<file path="config.mk">
export PLATFORM = sky130hd
export DESIGN_NAME = trsb_ram
export DESIGN_NICKNAME = d
export VERILOG_FILES = /design/src/hdl/trsb_ram.sv
export SDC_FILE = /design/constraint.sdc
export NUM_CORES = 1
export LEC_CHECK = 0
export ABC_CLOCK_PERIOD_IN_PS = 4000
export CORE_MARGIN = 4
export CORE_UTILIZATION = 65
export CTS_BUF_LIST = sky130_fd_sc_hd__clkbuf_4
export CTS_CLUSTER_DIAMETER = 150
export DETAILED_ROUTE_END_ITERATION = 10
export DONT_BUFFER_PORTS = 1
export GPL_ROUTABILITY_DRIVEN = 0
export PLACE_DENSITY = 0.86
export SYNTH_ARGS = -nofsm -noshare
export SYNTH_HDL_FRONTEND = slang
export SYNTH_SLANG_ARGS = --single-unit
</file>
<file path="constraint.sdc">
create_clock -name clk -period 4 [get_ports clk]
set_input_delay 0.6 -clock clk [delete_from_list [all_inputs] [get_ports clk]]
set_output_delay 0.6 -clock clk [all_outputs]
set_load 0.05 [all_outputs]
</file>
<file path="src/hdl/trsb_ram.sv">
module trsb_ram #(
  parameter int Width = 8,
  parameter int Depth = 16
) (
  input  logic                     clk,
  input  logic                     we,
  input  logic [$clog2(Depth)-1:0] addr,
  input  logic [Width-1:0]         wdata,
  output logic [Width-1:0]         rdata
);

  logic [Width-1:0] mem [Depth];

  always_ff @(posedge clk) begin
    if (we) begin
      mem[addr] <= wdata;
    end
    rdata <= mem[addr];
  end

endmodule

</file>
# --- Word-level counts from Yosys, hierarchy flattened ---
# Memories as Yosys holds them, arrays and structs flattened. A register that Yosys moved wholly into a read port is not among the register bits.
# Index checks and enable logic that the tools add are counted.
op_classes:
  mux: 2
ops:
  columns: ["operator", "count"]
  rows:
  - ["1-bit 2-to-1 mux", 2]
totals:
  reg_bits: 0
  ramBits: 128
  elab_cells: 3
  memories: 1
mem_list:
  columns: ["memory", "words", "word_bits", "rd", "rd_clocked_by_memory_dff", "wr", "line_no", "text"]
  rows:
  - ["mem", 16, 8, 1, 1, 1, "12", "logic [Width-1:0] mem [Depth];"]

# --- Longest topological paths before layout ---
depth:
  ltp_word: 2
  mapped_depth: 5
  ltp_nobuf: 3

# --- Worst setup path before layout ---
# No wires, ideal clock.
synth_timing:
  path_type: "input-to-reg"
  from: "input addr[2]"
  to: "memory mem[0][0] (enable)"
  t_arrival_ns: 1.710
  slack_ns: 1.907
  cell_stages: 2
  n_path_buf: 0
  path_cell_list: "or3b_2 -> nor3_1"
synth_rtl:
  columns: ["item", "line_no", "text"]
  rows:
  - ["from (decl)", "7", "input logic [$clog2(Depth)-1:0] addr,"]
  - ["to (decl)", "12", null]
# Straight into the memory's write port.

# --- Worst setup path in the final report ---
layout_timing:
  from: "input addr[2]"
  to: "memory mem[0][7] (enable)"
# Straight into the memory's write port.

==> impl_metrics.csv <==
group,metric,value,unit
timing,tightest_slew,1190,ps
logic_synthesis,netlist.area_leader.share,75.9,%
worst_setup_path,crit_arrival,1910,ps
clock_network,htree_levels,4,
logic_synthesis,synth-seq-cells,136,
floorplanning,start_util,68.4,%
floorplanning,dieArea,9270,sq um
timing,whs,195,ps
global_routing,grt_pass1_vias,2286,
logic_synthesis,yosysWarnings,0,
logic_synthesis,yosysSeqAreaShare,79.0,%
timing,hold_viol,0,
global_routing,overflow,0,
placed_design,dp_hpwl,5460,microns
placed_design,dp_slack,1760,ps
worst_setup_path,cp_top_family,"simple AND/OR/NAND/NOR gates",
pwr,p_int,0.00207,W
global_routing,top_usage_layer,"met2",
logic_synthesis,synth_cells,230,
pwr,switching_power,0.000541,W
clock_network,cts_setup_buffers,0,
clock_network,postCtsHoldBufs,0,
timing,setup_tns,0,ps
worst_hold_path,min_from,"wdata[6]",
global_routing,met2_usage,34.7,%
logic_synthesis,yosys-top-cells-area,"edfxtp_1, mux4_2, dfxtp_1, a22oi_1, nor2_1",
logic_synthesis,synthesis.area,5070,sq um
outcome,status,"completed",
worst_setup_path,r2r_cells,3,
global_routing,grt_pass1_wl,13800,microns
pwr,p_seq_share,62.6,%
global_routing,grt_antenna_before_repair,1,
timing,fin_crit,1800,ps
final_layout,fin_area,5430,sq um
pwr,vdd_ir_drop_max,417,uV
timing,finalMaxSlewViolations,0,
pwr,p_sw_share,20.7,%
routing,dr_total_vias,2251,
worst_setup_path,worst-r2r-setup-slack,2520,ps
pwr,comb_power_share,3.3,%
global_routing,grtUsageMet3,6.65,%
routing,drcViolationCount,0,
global_routing,grt_start_max_net_pins,40,
worst_setup_path,worstPathMaxFanout,8,
clock_network,clk_pin_slew,110,ps
worst_hold_path,whs_path_depth,0,
global_routing,use_met1,29.8,%
worst_setup_path,endpoint_kind,"flip-flop",
floorplanning,die_w,96.3,microns
worst_hold_path,hp-class,"primary input to flip-flop",
routing,wl_per_cell,25.4,microns
timing,rsz0062_at_grt,"no",
worst_setup_path,critPathLaunchType,"primary input",
clock_network,root_buffer,"clkbuf_4",
clock_network,numCtsBuffers,17,
floorplanning,num_rows,31,
logic_synthesis,mappedNetlistNets,244,
floorplanning,die_y,96.3,microns
timing,fin_worst_skew,17.5,ps
routing,ant_nets,0,
worst_setup_path,crit_buf_inv,0,
worst_setup_path,r2r-start,"mem[3][2]",
pwr,power_density,481,nW/um^2
routing,avgViaCountPerCell,6.41,
placed_design,dpl-instance-area,5130,sq um
timing,timing.slew.headroom,19.9,%
pwr,p_leak,1.68,nW
logic_synthesis,yosysUniqueCellTypes,18,
worst_setup_path,worstPathCellList,"or3b_2 -> nor3_1",
worst_setup_path,cp.required,4120,ps
worst_hold_path,whs_endpoint,"mem[6][6]",
final_layout,drive_above_1_share,25.1,%
worst_setup_path,timing_worst_setup_path_type,"primary input to flip-flop",
placed_design,io_buffers,0,
timing,fin_crit_sh,44.9,%
final_layout,final_nets,252,
routing,dr.pass1.iters,5,
final_layout,syn2layout_area_growth,7.09,%
timing,finalSetupViolCount,0,
clock_network,cts_tree,"done",
routing,drt_iter0_markers,298,
floorplanning,num_io_pins,22,
logic_synthesis,synth_largest_area_cell,"edfxtp_1",
floorplanning,coreArea,7410,sq um
clock_network,cts_max_path_buffers,2,
global_routing,grt_usage,22.3,%
clock_network,ctsResizeCount,0,
worst_setup_path,cpPeakStageDelay,810,ps
pwr,pwr-share-clk,34.1,%
timing,fmax,0.557,GHz
timing,finalWorstSetupSlack,2200,ps
flow_run,max-cap-violations,0,
routing,wirelength,8910,microns
worst_setup_path,r2r-end,"rdata[2]",
clock_network,clock_latency,490,ps
worst_setup_path,cpMaxStageDelayCell,"nor3_1",
logic_synthesis,synth_area_per_cell,22.0,sq um
clock_network,cts_sinks,136,
routing by layer:
layer  up-vias  wire length (microns)
met4         0                    200
li1        983                      -
met2       114                   4790
met5         -                      0
met1      1137                   3190
met3        17                    727
placed cells by master (no fill, tap or decap), drive strengths merged:
cell and instances:
nand3 1, clkinv 8, clkinvlp 3, dfxtp 8, mux4 32, or3b 1, nand2 9, and2 1
diode 1, a22oi 16, clkbuf 18, nand3b 2, nand2b 2, nor2 13, nor2b 2, bufinv 3
edfxtp 128, nor3 4
area by class of cell:
| cell class | count | area (sq um) |
|---|---|---|
| Sequential cell | 136 | 4000 |
| Clock buffer | 18 | 135 |
| Tap cell | 99 | 124 |
| Fill cell | 418 | 1980 |
| Antenna cell | 1 | 2.50 |
| Multi-Input combinational cell | 83 | 1000 |
| Clock inverter | 14 | 158 |
sequential cells by signal (all words and copies together), names as in the netlist:
signal / count
mem: 128
rdata: 8
power groups by stage:
stage / combinational [W] / clock [W] / sequential [W]
after floorplan: 0.0000821 / 0 / 0.00166
after global placement: 0.0000831 / 0 / 0.00167
after detailed placement: 0.0000865 / 0 / 0.00167
after CTS: 0.0000867 / 0.000911 / 0.00164
after global routing: 0.0000909 / 0.000992 / 0.00164
final: 0.0000861 / 0.000891 / 0.00163
stage by stage:
stage / total power (W) / instances / utilization [%]
after CTS: 0.00263 / 350 / 73.2
final: 0.00261 / 351 / 73.2
after global placement: 0.00175 / 318 / 69.3
after global routing: 0.00272 / 351 / 73.2
after floorplan: 0.00175 / 230 / -
after detailed placement: 0.00175 / 318 / 69.3
how the worst max path moves through the flow:
stage,cells after the start,slack [ps],end,startpoint
2_1_floorplan,2,1910,mem[0][0],addr[2]
3_3_place_gp,2,1760,mem[0][2],addr[2]
3_5_place_dp,2,1760,mem[0][6],addr[2]
4_1_cts,0,2230,rdata[7],rdata[7]
5_1_grt,2,2160,mem[0][4],addr[2]
6_report,2,2200,mem[0][7],addr[2]
cell families after synthesis:
logic type | synth area share, %
AO/OA/AOI/OAI | 2.37
buffers and inverters | 1.19
flip-flops | 79.0
multiplexers | 14.2
AND/OR/NAND/NOR | 3.21
synth_stat cells:
cell      instances
nand3b_1          2
buf_1             4
dfxtp_1           8
nand3_1           1
nor2_1           13
nand2_1           9
or3b_2            1
nor3_1            4
nor2b_1           2
mux4_2           32
clkbuf_2          1
buf_6             2
edfxtp_1        128
and2_1            1
a22oi_1          16
buf_2             2
nand2b_1          2
clkbuf_1          2
Note: power is estimated with default switching activity, not from simulation.
